### src/rtl/mahd_pkg.sv
// Shared types and constants for the moving average hysteresis detector.
package mahd_pkg;

    localparam int SAMPLE_W = 16;
    localparam int HYST_W   = 15;

    // Configuration register indexes
    localparam int   CFG_IDX_W      = 1;
    localparam logic CFG_THRESHOLD  = 1'b0;
    localparam logic CFG_HYSTERESIS = 1'b1;

    // Temperature scaling: raw / 34 + 365, truncated toward zero.
    // The divide is a multiply by ceil(2^21 / 34); the rounding error
    // stays below one LSB of the quotient for magnitudes up to 2^20.
    localparam int TEMP_DIVISOR = 34;
    localparam int TEMP_SHIFT   = 21;
    localparam int TEMP_MAG_W   = SAMPLE_W + 1;
    localparam int TEMP_RECIP_W = 16;
    localparam int TEMP_PROD_W  = TEMP_MAG_W + TEMP_RECIP_W;
    localparam int TEMP_Q_W     = 10;
    localparam logic [TEMP_RECIP_W-1:0] TEMP_RECIP =
        TEMP_RECIP_W'(((1 << TEMP_SHIFT) + TEMP_DIVISOR - 1) / TEMP_DIVISOR);
    localparam logic signed [SAMPLE_W-1:0] TEMP_OFFSET = 16'sd365;

    // Average quotient magnitude reaches 2^15, hence one extra bit
    localparam int AVG_Q_W = SAMPLE_W + 1;

    typedef struct packed {
        logic signed [SAMPLE_W-1:0] raw_sample;
        logic                       is_temperature;
    } t_in_beat;

    typedef struct packed {
        logic signed [SAMPLE_W-1:0] average;
        logic                       above;
    } t_out_beat;

endpackage

### src/rtl/mahd_window.sv
// Ring window store with registered read of the entry about to be replaced.
module mahd_window
    import mahd_pkg::*;
#(
    parameter int WINDOW_LEN = 20
) (
    input  logic                       i_clk,
    input  logic                       i_rst_n,
    input  logic                       i_rd_en,
    output logic signed [SAMPLE_W-1:0] o_rd_data,
    input  logic                       i_wr_en,
    input  logic signed [SAMPLE_W-1:0] i_wr_data
);

    localparam int SLOT_W = $clog2(WINDOW_LEN);
    localparam logic [SLOT_W-1:0] LAST_SLOT = SLOT_W'(WINDOW_LEN - 1);

    logic signed [SAMPLE_W-1:0] r_mem [WINDOW_LEN];
    logic [WINDOW_LEN-1:0]      r_vld;
    logic [SLOT_W-1:0]          r_rd_slot;
    logic [SLOT_W-1:0]          r_wr_slot;
    logic signed [SAMPLE_W-1:0] r_rd_data;
    logic                       r_rd_vld;
    logic [SLOT_W-1:0]          n_rd_slot;
    logic [SLOT_W-1:0]          n_wr_slot;

    assign n_rd_slot = (r_rd_slot == LAST_SLOT) ? '0 : r_rd_slot + 1'b1;
    assign n_wr_slot = (r_wr_slot == LAST_SLOT) ? '0 : r_wr_slot + 1'b1;

    always_ff @(posedge i_clk) begin
        if (i_wr_en) begin
            r_mem[r_wr_slot] <= i_wr_data;
        end
        if (i_rd_en) begin
            r_rd_data <= r_mem[r_rd_slot];
        end
    end

    // Valid bits stand in for clearing the store at reset
    always_ff @(posedge i_clk) begin
        if (!i_rst_n) begin
            r_vld     <= '0;
            r_rd_vld  <= 1'b0;
            r_rd_slot <= '0;
            r_wr_slot <= '0;
        end else begin
            if (i_rd_en) begin
                r_rd_vld  <= r_vld[r_rd_slot];
                r_rd_slot <= n_rd_slot;
            end
            if (i_wr_en) begin
                r_vld[r_wr_slot] <= 1'b1;
                r_wr_slot        <= n_wr_slot;
            end
        end
    end

    assign o_rd_data = r_rd_vld ? r_rd_data : '0;

    // At most one read may run ahead of its write
    a_slot_gap: assert property (@(posedge i_clk) disable iff (!i_rst_n)
        (r_rd_slot == r_wr_slot) || (r_rd_slot == n_wr_slot))
        else $error("window read slot drifted from write slot");

    a_wr_after_rd: assert property (@(posedge i_clk) disable iff (!i_rst_n)
        i_wr_en |-> (r_rd_slot != r_wr_slot))
        else $error("window write without an earlier read");

    a_rd_single: assert property (@(posedge i_clk) disable iff (!i_rst_n)
        (i_rd_en && !i_wr_en) |-> (r_rd_slot == r_wr_slot))
        else $error("second window read issued before write");

endmodule

### src/rtl/moving_average_hysteresis_detector_unit.sv
// Top level of the moving average hysteresis detector.
//
// Each input beat carries a signed 16-bit sample and a temperature flag; a
// flagged sample is scaled to raw/34+365. The sample replaces the oldest of
// WINDOW_LEN window entries, the running sum is updated, and the beat that
// comes out holds sum/WINDOW_LEN (truncated toward zero) and a Schmitt flag
// that sets above threshold+hysteresis and clears below threshold. The block
// takes one beat per clock while the output is not stalled; the rate is set
// by the running-sum update as a beat enters the third stage, which completes
// one window slot per cycle. The window reads as all zeros after reset
// through per-entry valid bits, so there is no clearing pass. Configuration
// writes take effect on the next cycle and belong in idle periods.
module moving_average_hysteresis_detector_unit
    import mahd_pkg::*;
#(
    parameter int WINDOW_LEN = 20
) (
    input  logic                 i_clk,
    input  logic                 i_rst_n,
    input  logic                 i_in_valid,
    output logic                 o_in_stall,
    input  t_in_beat             i_in_data,
    output logic                 o_out_valid,
    input  logic                 i_out_stall,
    output t_out_beat            o_out_data,
    input  logic                 i_cfg_we,
    input  logic [CFG_IDX_W-1:0] i_cfg_index,
    input  logic [SAMPLE_W-1:0]  i_cfg_data
);

    localparam int WIN_LOG   = $clog2(WINDOW_LEN);
    localparam int SUM_W     = SAMPLE_W + WIN_LOG;
    localparam int AVG_SHIFT = SUM_W + WIN_LOG;
    localparam int RECIP_W   = SUM_W + 1;
    localparam int APROD_W   = SUM_W + RECIP_W;
    // ceil(2^AVG_SHIFT / WINDOW_LEN): error times any sum magnitude < 2^AVG_SHIFT
    localparam logic [RECIP_W-1:0] AVG_RECIP = RECIP_W'(
        ((64'd1 << AVG_SHIFT) + 64'(WINDOW_LEN) - 64'd1) / 64'(WINDOW_LEN));

    // config
    logic signed [SAMPLE_W-1:0] r_threshold;
    logic [HYST_W-1:0]          r_hysteresis;

    // stage valids and handshake
    logic r_v1, r_v2, r_v3, r_v4, r_v5;
    logic w_rdy1, w_rdy2, w_rdy3, w_rdy4, w_rdy5;
    logic w_ld1, w_ld2, w_ld3, w_ld4, w_ld5;

    // stage 1: input register, temperature multiply
    t_in_beat               r_s1_beat;
    logic [TEMP_MAG_W-1:0]  w_raw_mag;
    logic [TEMP_PROD_W-1:0] w_tprod;

    // stage 2: finish scaling, ring update
    logic                       r_s2_temp;
    logic                       r_s2_neg;
    logic signed [SAMPLE_W-1:0] r_s2_raw;
    logic [TEMP_Q_W-1:0]        r_s2_tq;
    logic signed [SAMPLE_W-1:0] w_tq_s;
    logic signed [SAMPLE_W-1:0] w_sample;
    logic signed [SAMPLE_W-1:0] w_old;
    logic signed [SUM_W-1:0]    r_sum;
    logic signed [SUM_W-1:0]    n_sum;

    // stage 3: average multiply
    logic               w_sum_neg;
    logic [SUM_W-1:0]   w_sum_mag;
    logic [APROD_W-1:0] w_aprod;

    // stage 4: sign, compare
    logic [AVG_Q_W-1:0]         r_s4_q;
    logic                       r_s4_neg;
    logic signed [SAMPLE_W-1:0] w_avg;
    logic signed [SAMPLE_W:0]   w_upper;
    logic signed [SAMPLE_W:0]   w_avg_x;
    logic signed [SAMPLE_W:0]   w_thr_x;
    logic                       n_above;

    // stage 5: output register
    t_out_beat r_s5_beat;
    logic      r_above;

    assign w_rdy5 = !r_v5 || !i_out_stall;
    assign w_rdy4 = !r_v4 || w_rdy5;
    assign w_rdy3 = !r_v3 || w_rdy4;
    assign w_rdy2 = !r_v2 || w_rdy3;
    assign w_rdy1 = !r_v1 || w_rdy2;

    assign w_ld1 = i_in_valid && w_rdy1;
    assign w_ld2 = r_v1 && w_rdy2;
    assign w_ld3 = r_v2 && w_rdy3;
    assign w_ld4 = r_v3 && w_rdy4;
    assign w_ld5 = r_v4 && w_rdy5;

    assign o_in_stall  = !w_rdy1;
    assign o_out_valid = r_v5;
    assign o_out_data  = r_s5_beat;

    always_ff @(posedge i_clk) begin
        if (!i_rst_n) begin
            r_v1 <= 1'b0;
            r_v2 <= 1'b0;
            r_v3 <= 1'b0;
            r_v4 <= 1'b0;
            r_v5 <= 1'b0;
        end else begin
            if (w_rdy1) r_v1 <= i_in_valid;
            if (w_rdy2) r_v2 <= r_v1;
            if (w_rdy3) r_v3 <= r_v2;
            if (w_rdy4) r_v4 <= r_v3;
            if (w_rdy5) r_v5 <= r_v4;
        end
    end

    always_ff @(posedge i_clk) begin
        if (!i_rst_n) begin
            r_threshold  <= '0;
            r_hysteresis <= '0;
        end else if (i_cfg_we) begin
            unique case (i_cfg_index)
                CFG_THRESHOLD:  r_threshold  <= $signed(i_cfg_data);
                CFG_HYSTERESIS: r_hysteresis <= i_cfg_data[HYST_W-1:0];
            endcase
        end
    end

    // stage 1
    always_ff @(posedge i_clk) begin
        if (w_ld1) begin
            r_s1_beat <= i_in_data;
        end
    end

    assign w_raw_mag = r_s1_beat.raw_sample[SAMPLE_W-1]
                     ? TEMP_MAG_W'(0) - {1'b1, r_s1_beat.raw_sample}
                     : {1'b0, r_s1_beat.raw_sample};
    assign w_tprod = TEMP_PROD_W'(w_raw_mag) * TEMP_PROD_W'(TEMP_RECIP);

    // stage 2
    always_ff @(posedge i_clk) begin
        if (w_ld2) begin
            r_s2_temp <= r_s1_beat.is_temperature;
            r_s2_neg  <= r_s1_beat.raw_sample[SAMPLE_W-1];
            r_s2_raw  <= r_s1_beat.raw_sample;
            r_s2_tq   <= w_tprod[TEMP_SHIFT +: TEMP_Q_W];
        end
    end

    assign w_tq_s   = r_s2_neg ? SAMPLE_W'(0) - SAMPLE_W'(r_s2_tq) : SAMPLE_W'(r_s2_tq);
    assign w_sample = r_s2_temp ? w_tq_s + TEMP_OFFSET : r_s2_raw;

    mahd_window #(
        .WINDOW_LEN (WINDOW_LEN)
    ) u_window (
        .i_clk     (i_clk),
        .i_rst_n   (i_rst_n),
        .i_rd_en   (w_ld2),
        .o_rd_data (w_old),
        .i_wr_en   (w_ld3),
        .i_wr_data (w_sample)
    );

    assign n_sum = r_sum
                 - {{(SUM_W-SAMPLE_W){w_old[SAMPLE_W-1]}}, w_old}
                 + {{(SUM_W-SAMPLE_W){w_sample[SAMPLE_W-1]}}, w_sample};

    // r_sum only moves when stage 2 hands over, so it is stage 3's payload
    always_ff @(posedge i_clk) begin
        if (!i_rst_n) begin
            r_sum <= '0;
        end else if (w_ld3) begin
            r_sum <= n_sum;
        end
    end

    // stage 3
    assign w_sum_neg = r_sum[SUM_W-1];
    assign w_sum_mag = w_sum_neg ? SUM_W'(0) - r_sum : r_sum;
    assign w_aprod   = APROD_W'(w_sum_mag) * APROD_W'(AVG_RECIP);

    // stage 4
    always_ff @(posedge i_clk) begin
        if (w_ld4) begin
            r_s4_q   <= w_aprod[AVG_SHIFT +: AVG_Q_W];
            r_s4_neg <= w_sum_neg;
        end
    end

    assign w_avg   = r_s4_neg ? SAMPLE_W'(AVG_Q_W'(0) - r_s4_q) : r_s4_q[SAMPLE_W-1:0];
    assign w_avg_x = {w_avg[SAMPLE_W-1], w_avg};
    assign w_thr_x = {r_threshold[SAMPLE_W-1], r_threshold};
    assign w_upper = w_thr_x + $signed({2'b00, r_hysteresis});

    always_comb begin
        n_above = r_above;
        priority if (w_avg_x > w_upper) begin
            n_above = 1'b1;
        end else if (w_avg_x < w_thr_x) begin
            n_above = 1'b0;
        end
    end

    // stage 5
    always_ff @(posedge i_clk) begin
        if (!i_rst_n) begin
            r_above <= 1'b0;
        end else if (w_ld5) begin
            r_above <= n_above;
        end
    end

    always_ff @(posedge i_clk) begin
        if (w_ld5) begin
            r_s5_beat.average <= w_avg;
            r_s5_beat.above   <= n_above;
        end
    end

    a_stall_full: assert property (@(posedge i_clk) disable iff (!i_rst_n)
        o_in_stall |-> (r_v1 && r_v2 && r_v3 && r_v4 && r_v5))
        else $error("input stalled with a bubble in the pipe");

    a_temp_range: assert property (@(posedge i_clk) disable iff (!i_rst_n)
        (r_v2 && r_s2_temp) |-> ((w_sample >= -16'sd598) && (w_sample <= 16'sd1328)))
        else $error("scaled temperature out of range");

    a_out_drain: assert property (@(posedge i_clk) disable iff (!i_rst_n)
        (o_out_valid && !i_out_stall && !r_v4) |=> !o_out_valid)
        else $error("output beat repeated after drain");

endmodule

### config.mk
export PLATFORM = sky130hd
export DESIGN_NAME = moving_average_hysteresis_detector_unit
export DESIGN_NICKNAME = d
export VERILOG_FILES = /design/src/rtl/mahd_pkg.sv /design/src/rtl/mahd_window.sv /design/src/rtl/moving_average_hysteresis_detector_unit.sv
export SDC_FILE = /design/constraint.sdc
export NUM_CORES = 1
export LEC_CHECK = 0
export BUFFER_PORTS_ARGS = -buffer_cell sky130_fd_sc_hd__buf_2
export CORE_UTILIZATION = 63
export CTS_CLUSTER_DIAMETER = 120
export DETAILED_ROUTE_END_ITERATION = 8
export GPL_ROUTABILITY_DRIVEN = 0
export PLACE_DENSITY_LB_ADDON = 0.1
export SYNTH_ARGS = -nofsm -noshare
export SYNTH_HDL_FRONTEND = slang
export SYNTH_HIERARCHICAL = 1
export SYNTH_SLANG_ARGS = --single-unit
export TNS_END_PERCENT = 100
### constraint.sdc
create_clock -name i_clk -period 8.3 [get_ports i_clk]
set_input_delay 1.245 -clock i_clk [delete_from_list [all_inputs] [get_ports i_clk]]
set_output_delay 1.245 -clock i_clk [all_outputs]
set_load 0.1 [all_outputs]
## After elaboration in Yosys (flattened, before gate mapping)

Memories as Yosys holds them, arrays and structs flattened. A register that Yosys moved wholly into a read port is not among the register bits.
Index checks and enable logic that the tools add are counted.
W data, S select, Z words.

| word-level totals | value |
|---|---|
| register bits | 168 |
| bits in latches | 0 |
| RAM bits | 320 |
| memory bits (read-only) | 0 |
| bits of input ports | 39 |
| word-level logic and storage cells | 81 |
| memories kept | 1 |

| operators by class | value |
|---|---|
| $add $sub $neg | 10 |
| multiply operators | 2 |
| div/mod/pow operators | 0 |
| magnitude comparators | 5 |
| eq/ne operators | 2 |
| shift operators | 0 |
| multiplexer cells | 16 |
| bitwise logic cells | 2 |
| reductions and logical operators | 20 |

Memories:

| memory | words | bits a word | rd ports | clocked after memory_dff | write ports | RTL line | text |
|---|---|---|---|---|---|---|---|
| u_window.r_mem | 20 | 16 | 1 | 1 | 1 | mahd_window.sv:18 | `logic signed [SAMPLE_W-1:0] r_mem [WINDOW_LEN];` |

Operators by type and width:

| operator | count |
|---|---|
| $mux W16 | 4 |
| $mul A21 B20 Y40 const B | 1 |
| $mul A17 B16 Y31 const B | 1 |
| $add A21 B21 Y21 | 1 |
| $mux W21 | 1 |
| $sub A1 B21 Y21 const A | 1 |
| $sub A21 B21 Y21 | 1 |
| $or A20 B20 Y20 | 1 |
| $add A16 B16 Y17 | 1 |
| $gt A16 B17 Y1 | 1 |
| $mux W17 | 1 |
| $sub A1 B17 Y17 const A | 1 |
| $add A16 B10 Y16 const B | 1 |
| $lt A16 B16 Y1 | 1 |
| $sub A1 B16 Y16 const A | 1 |
| $lt A5 B6 Y1 const B | 2 |
| $sub A1 B10 Y11 const A | 1 |
| $add A5 B1 Y5 const B | 2 |
| $eq A5 B5 Y1 const B | 2 |
| $mux W5 | 2 |
| $logic_not A1 Y1 | 7 |
| $logic_and A1 B1 Y1 | 6 |
| $mux W1 | 6 |
| $bmux W1 S5 | 1 |
| 5 further kinds | 10 |

## Longest topological paths before layout

Gate-level depths: netlist (run 1).

| depth | value |
|---|---|
| depth after elaboration | 7 |
| gate-level depth with buffers | 28 |
| depth with buffers taken out | 28 |

## By module

Netlist (run 1), hierarchy kept.

Modules (own cells, without submodules):

| module | instances | cells each | area each (sq um) | sequential area each (sq um) |
|---|---|---|---|---|
| moving_average_hysteresis_detector_unit | 1 | 2023 | 19804.0 | 3503.4 |
| mahd_window | 1 | 672 | 14216.1 | 10710.3 |

## Worst setup path before layout (run 1)

OpenSTA, ideal clock, no wires.

| timing path | value |
|---|---|
| kind | register to register |
| start | reg r_sum[2] |
| end | reg r_s4_q[13] (data pin) |
| setup time | 263 ps |
| arrival | 7269 ps |
| path slack | 768 ps |
| stages on the path, launching flop included | 29 |
| buffers on the path | 0 |
| cell sequence | dfxtp_1 or4_1 nor2_1 nand2_1 or3_2 or2_2 o21ai_0 xor2_1 inv_1 ha_1 fa_1 ha_1 inv_1 fa_1 inv_1 fa_1 fa_1 inv_1 fa_1 inv_1 ha_1 a21o_1 a21o_1 a2111oi_0 or3_1 o22a_1 o21ai_0 o32ai_1 xnor2_1 |

| on the way | value |
|---|---|
| cells in the longest elaborated chain, start to end | 3 |

Ends and longest elaborated chain:

| element | RTL line | text |
|---|---|---|
| start, declared | moving_average_hysteresis_detector_unit.sv:62 | `logic signed [SUM_W-1:0] r_sum;` |
| start signal, assigned | moving_average_hysteresis_detector_unit.sv:172 | `r_sum <= n_sum;` |
| $sub A1 B21 Y21 | moving_average_hysteresis_detector_unit.sv:178 | `assign w_sum_mag = w_sum_neg ? SUM_W'(0) - r_sum : r_sum;` |
| $mux W21 (*) | moving_average_hysteresis_detector_unit.sv:178 |  |
| $mul A21 B20 Y40 (*) | moving_average_hysteresis_detector_unit.sv:179 | `assign w_aprod = APROD_W'(w_sum_mag) * APROD_W'(AVG_RECIP);` |
| named net w_aprod[39] | moving_average_hysteresis_detector_unit.sv:68 | `logic [APROD_W-1:0] w_aprod;` |
| end signal, assigned | moving_average_hysteresis_detector_unit.sv:184 | `r_s4_q <= w_aprod[AVG_SHIFT +: AVG_Q_W];` |
| end, declared | moving_average_hysteresis_detector_unit.sv:71 | `logic [AVG_Q_W-1:0] r_s4_q;` |

The timed path passes the listed nets; every way through them passes the cells marked *.
A chain may end at the register's enable or synchronous reset.

## Final worst setup path (run 1)

| timing path | value |
|---|---|
| start | reg r_sum[3] |
| end | reg r_s4_q[15] (data pin) |

Same word-level chain as after synthesis.

==> impl_metrics.py, run 1 <==
metrics = {
    "run_status": {
        "status": "complete, no violations",
    },
    "yosys": {
        "yosys.area.top_type": "edfxtp_1",
        "synth_edf_count": 414,
        "syn_inst": 2695,
        "ys_seq_elements": 503,
        "synth.top_cell.area_share_pct": 36.54,
        "dominantRegCellSynth": "edfxtp_1",
        "yosysWarningCount": 6,
        "synth_area_leaders": "edfxtp_1, ha_1, fa_1",
        "netlist-cell-type-count": 78,
        "synth_area_sq_mm": 0.03402,
        "ys_seq_area_share_pct": 41.78,
        "avgSynthCellArea_sq_um": 12.62,
        "ys_async_sr_fraction_pct": 0,
    },
    "global_routing": {
        "busiest_layer": "met2",
        "grt_remaining_overflow": 0,
        "grt_usage_pct": 28.67,
        "grt_pass1_wl_um": 118900,
        "antenna_found_initial": 0,
        "grtUsageMet1_pct": 38.96,
        "grt_pass1_vias": 21990,
        "grt_max_degree": 69,
        "met3_usage_pct": 3.344,
        "gr-usage-met2_pct": 49.34,
    },
    "final_layout": {
        "fin_util_pct": 70.29,
        "finalNetCount": 3481,
        "final_cell_mix": "edfxtp_1, ha_1, inv_1, fa_1, nand2_1",
        "fin_cells": 3546,
        "areaGrowthSynthToFinish_pct": 9.448,
        "antenna_cells": 0,
        "nFillCells": 3738,
        "layout_commonest_cell": "edfxtp_1",
        "post_route_cells_drive_above_1_share_pct": 11.09,
    },
    "worst_setup_path": {
        "crit_slowest_cell": "or4b_2",
        "worstReg2RegStart": "r_sum[3]",
        "reg2reg_depth": 23,
        "required_ps": 8610,
        "criticalPathCategory": "flip-flop to flip-flop",
        "crit_path_max_fanout": 6,
        "endpoint_kind": "flip-flop",
        "cp-start-kind": "flip-flop",
        "arrival_ps": 8170,
        "r2r-end": "r_s4_q[15]",
        "ff2ff_setup_slack_ps": 440,
        "slowest_delay_ps": 810,
        "cp_cell_sequence": "or4_1 > nor2_2 > nand2_1 > or4_4 > or4b_2 > inv_1 > ha_1 > fa_1 > ha_1 > inv_1 > fa_1 > inv_1 > fa_1 > fa_1 > ha_1 > ha_1 > a21o_1 > a2111oi_4 > or3_4 > o22a_1 > o211ai_1 > a31oi_1 > xnor2_1",
    },
    "timing": {
        "worst_pin_slew_ps": 1342,
        "fmax_mhz": 127.3,
        "slew_viol_final": 0,
        "setup_violations": 0,
        "clock_skew_ps": 77.24,
        "finalHoldViolCount": 0,
        "max_slew_margin_pct": 10.51,
        "fin_hold_ws_ps": 461.7,
        "fin_crit_sh_pct": 94.66,
        "setup_tns_ps": 0,
        "rsz0062_at_grt": "false",
        "period_needed_ps": 7857,
    },
    "clocking": {
        "cts.htree.levels": 2,
        "cts_buffer_depth": 3,
        "cts_root_buf": "clkbuf_16",
        "clock_latency_ps": 640,
        "cts_setup_buffers": 0,
        "clk_pin_slew_ps": 60,
        "cts_sinks": 503,
        "numCtsBuffers": 51,
        "cts_tree": "yes",
    },
    "drt": {
        "initialDrtViolationCount": 1761,
        "wl_um": 76070,
        "wl_per_cell_um": 21.45,
        "ant_nets": 0,
        "first_pass_iters": 5,
        "num_vias": 21300,
        "drc": 0,
        "viasPerCell": 6.007,
    },
    "die": {
        "initial_core_util_pct": 64.22,
        "ioPinCount": 58,
        "die_height_um": 234.4,
        "row_count": 84,
        "die-area_sq_mm": 0.05493,
        "core-area_sq_mm": 0.05297,
        "die_w_um": 234.4,
    },
    "placement": {
        "port_buffers": 57,
        "place_inst": 3453,
        "place.detailed.hpwl_um": 55920,
    },
    "hold_path": {
        "min-delay-start": "r_hysteresis[13]",
        "hp-class": "flip-flop to flip-flop",
        "min_to": "r_hysteresis[13]",
        "hold_depth": 2,
    },
    "run": {
        "drv_cap": 0,
    },
}
layer usage:
layer | vias to the layer above | share of wire (%)
met1 | 10760 | 42
met2 | 647 | 49
met4 | 0 | 2.2
met5 | - | 0
li1 | 9788 | -
met3 | 111 | 6.2
logic make-up after synthesis:
group | count (synthesis) | synth area share (%)
AO/OA/AOI/OAI | 399 | 7.433
AND/OR/NAND/NOR | 432 | 6.157
multiplexers | 126 | 7.238
other | 2 | 0.02208
flip-flops | 503 | 41.78
XOR/XNOR | 159 | 4.149
adder cells (fa/ha/maj) | 624 | 28.05
buffers and inverters | 450 | 5.175
area by class of cell:
| class | instances | area (sq um) | share of cell area, % |
|---|---|---|---|
| tap | 688 | 860.8 | 2.312 |
| sequential | 503 | 14220 | 38.19 |
| inverter | 389 | 1460 | 3.921 |
| clock inverter | 34 | 424.2 | 1.139 |
| multi-input combinational | 1747 | 18160 | 48.77 |
| timing repair buffer | 126 | 803.3 | 2.157 |
| clock buffer | 59 | 1306 | 3.508 |
worst max path at each step:
stage	from	endpoint	slack [ps]	depth (start not counted)
floorplan	r_sum[2]	r_s4_q[13]	770	28
global placement	r_sum[3]	r_s4_q[5]	240	26
detailed placement	r_sum[3]	r_s4_q[5]	50	26
CTS	r_sum[3]	r_s4_q[13]	20	28
global route	r_sum[3]	r_s4_q[13]	30	28
finish	r_sum[3]	r_s4_q[15]	440	23
cells in the mapped netlist, types with 37 or more instances:
| library cell | instances |
|---|---|
| fa_1 | 231 |
| inv_1 | 386 |
| clkbuf_1 | 37 |
| dfxtp_1 | 89 |
| edfxtp_1 | 414 |
| nand2_1 | 150 |
| a21o_1 | 37 |
| mux4_2 | 50 |
| o21ai_0 | 75 |
| nor2_1 | 99 |
| ha_1 | 393 |
| xnor2_1 | 93 |
| xor2_1 | 65 |
| a21oi_1 | 127 |
state kept, by name (all words and copies together), names as in the netlist, 5 cells and up:
register and cells:
r_s2_raw 15, u_window/r_mem 320, u_window/r_rd_slot 5, r_s2_tq 10
r_hysteresis 15, u_window/r_rd_data 16, r_threshold 16, u_window/r_vld 20
o_out_data 17, r_s4_q 16, r_sum 21, r_s1_beat 17
u_window/r_wr_slot 5
critical path: cells and delay by family (launching register included):
| family | cells | cell delay [ps] |
|---|---|---|
| buf+inv | 3 | 310 |
| simple gates | 6 | 2380 |
| compound gates | 5 | 1130 |
| flops | 1 | 380 |
| xor+xnor | 1 | 100 |
| fa+ha+maj | 8 | 3230 |
through the flow:
step	area [sq um]	worst slack, ps
3_5_place_dp	35450	52.40
2_1_floorplan	34040	767.9
5_1_grt	37230	33.37
3_3_place_gp	35450	239.4
4_1_cts	37180	17.22
6_report	37230	443.4
timing repair:
item	CTS	global route
setup endpoints to repair	1	12
hold endpoints to repair	0	0
resized for setup	1	14
hold buffers	0	0
pin swaps	0	2
Power of run 1 is not shown: default switching activity piles up to over one toggle a cycle in this logic, so the estimate is an artifact.
==> run 2: changes to the inputs <==
SYNTH_HIERARCHICAL = unset   (was 1)
==> run 2 against run 1 <==
Effect of this change: the run now ends with DRC left; worst hold slack worse by 25 ps; flip-flop and latch count stayed put; wire length is 1.1% lower; core utilization is 0.59 points lower.
==> impl_metrics.py, run 2 <==
metrics = {
    "global_routing": {
        "grt_pass1_wl_um": 118900,
        "grt_max_degree": 89,
        "grt_pass1_vias": 21830,
        "grt_remaining_overflow": 0,
        "antenna_found_initial": 0,
        "grt_usage_pct": 28.51,
    },
    "clocking": {
        "cts_root_buf": "clkbuf_16",
        "cts_sinks": 503,
        "clk_pin_slew_ps": 60,
        "cts.htree.levels": 2,
        "cts_buffer_depth": 3,
        "cts_tree": "yes",
        "cts_resized": 0,
        "cts_hold_buf": 0,
        "clock_latency_ps": 580,
        "numCtsBuffers": 47,
        "cts_setup_buffers": 0,
    },
    "final_layout": {
        "antenna_cells": 0,
        "final_cell_mix": "edfxtp_1, inv_1, ha_1, fa_1, nand2_1",
        "fin_area_sq_mm": 0.03685,
        "top_regs": "u_window.r_mem: 320 flops, r_sum: 21 flops, u_window.r_vld: 20 flops",
        "layout_commonest_cell": "edfxtp_1",
        "post_route_cells_drive_above_1_share_pct": 11.93,
        "largest_reg_flops": 320,
        "areaGrowthSynthToFinish_pct": 8.667,
        "fin_util_pct": 69.71,
        "finalNetCount": 3446,
        "nFillCells": 3702,
        "regMostFlops": "u_window.r_mem",
    },
    "timing": {
        "rsz0062_at_grt": "false",
        "clock_skew_ps": 21.80,
        "slew_viol_final": 0,
        "setup_tns_ps": 0,
        "setup_violations": 0,
        "max_slew_margin_pct": 15.50,
        "finalHoldViolCount": 0,
        "fmax_mhz": 126.7,
        "fin_crit_sh_pct": 95.07,
        "fin_hold_ws_ps": 436.8,
        "period_needed_ps": 7891,
        "worst_pin_slew_ps": 1265,
    },
    "yosys": {
        "synth_edf_count": 414,
        "synth_common_cells": "edfxtp_1, inv_1, ha_1",
        "syn_inst": 2672,
        "yosysWarningCount": 0,
        "netlist-cell-type-count": 70,
        "ys_seq_area_share_pct": 41.91,
        "ys_seq_elements": 503,
        "dominantRegCellSynth": "edfxtp_1",
        "synth.top_cell.area_share_pct": 36.66,
        "yosys.area.top_type": "edfxtp_1",
        "synth_area_leaders": "edfxtp_1, ha_1, fa_1",
        "synth_area_sq_mm": 0.03391,
        "ys_async_sr_fraction_pct": 0,
        "yosysMostFrequentCell": "edfxtp_1",
        "avgSynthCellArea_sq_um": 12.69,
    },
    "run_status": {
        "status": "complete, but fails checks",
        "violations": "DRC",
    },
    "drt": {
        "wl_per_cell_um": 21.46,
        "ant_nets": 0,
        "first_pass_iters": 7,
        "drc": 6,
        "wl_um": 75200,
        "viasPerCell": 5.970,
        "initialDrtViolationCount": 1554,
        "num_vias": 20930,
    },
    "worst_setup_path": {
        "crit_path_max_fanout": 5,
        "endpoint_kind": "flip-flop",
        "cpLargestDelayFamily": "adder cells",
        "ff2ff_setup_slack_ps": 410,
        "slowest_delay_ps": 610,
        "path_buf_inv": 3,
        "crit_slowest_cell": "fa_1",
        "criticalPathCategory": "flip-flop to flip-flop",
        "cp_cell_sequence": "inv_1 > ha_1 > or3b_1 > and3b_1 > or2_2 > fa_1 > fa_1 > fa_1 > inv_1 > fa_1 > inv_1 > fa_1 > fa_1 > ha_1 > a21oi_1 > o21ai_0 > a2111oi_0 > nor2_1 > o21a_1 > a41o_1 > o41a_1 > and4_1 > or3_1",
        "required_ps": 8620,
        "arrival_ps": 8210,
        "cp-start-kind": "flip-flop",
        "crit_top_cell": "fa_1",
    },
    "placement": {
        "dpl_cell_area_sq_mm": 0.03535,
        "place.detailed.hpwl_um": 54430,
        "port_buffers": 57,
    },
    "die": {
        "ioPinCount": 58,
        "row_count": 84,
        "core-area_sq_mm": 0.05287,
        "die_height_um": 234.0,
        "initial_core_util_pct": 64.15,
        "die-area_sq_mm": 0.05476,
        "die_w_um": 234.0,
    },
    "hold_path": {
        "hp-class": "flip-flop to flip-flop",
    },
    "run": {
        "drv_cap": 0,
    },
}
## run 2: changes by cell type after synthesis, sizes merged, moves of 13 or more
cell	previous run	this run
a21oi	127	73
inv	389	406
xor2	65	52
mux2i	24	8
a21boi	9	44
o22ai	18	1
mux4	84	102
## run 2: logic make-up (layout without fill, tap and decap cells)
kind of cell	count (synthesis)	in the layout	synth area share, %
compound gates	360	360	7.055
xor+xnor	150	150	3.874
other cells	2	7	0.02215
buf+inv	468	608	5.195
flops	503	503	41.91
mux	127	127	7.575
simple gates	437	437	6.169
fa+ha+maj	625	625	28.20
## run 2: worst reg2reg max path, delay by kind of cell (launching register included)
kind            cells  cell delay [ps]
compound gates      6             1670
fa+ha+maj           8             3640
buf+inv             3              220
flops               1              410
simple gates        6             1710
## run 2: stage by stage
step | cells | setup slack, ps
floorplan | 2677 | 732.2
global placement | 3421 | 352.0
detailed placement | 3421 | 124.5
CTS | 3505 | 88.83
global route | 3505 | 17.43
finish | 3505 | 408.8
## run 2: area by class of cell
type                    instances  area (sq um)  area share (%)
clock inverters                24         240.2          0.6519
inverters                     407          1528           4.146
flip-flops and latches        503         14220           38.59
well taps                     688         860.8           2.336
multi-input cells            1706         18020           48.90
clock buffers                  60          1246           3.382
repair buffers                117         735.7           1.996
## run 2: layer usage
| metal | routed length (um) | GRT usage (%) |
|---|---|---|
| met2 | 37020 | 48.48 |
| met5 | 0 | 0 |
| met4 | 1755 | 7.488 |
| met3 | 4135 | 3.538 |
| met1 | 32300 | 38.95 |
## run 2: path summary, 6_finish.rpt
check,to,cells past startpoint,from
min reg2reg,r_s2_temp,0,r_s1_beat[0]
min,r_s2_temp,0,r_s1_beat[0]
max reg2reg,r_s2_tq[9],23,r_s1_beat[2]
max,r_s2_tq[9],23,r_s1_beat[2]
Power of run 2 is left out for the same reason.
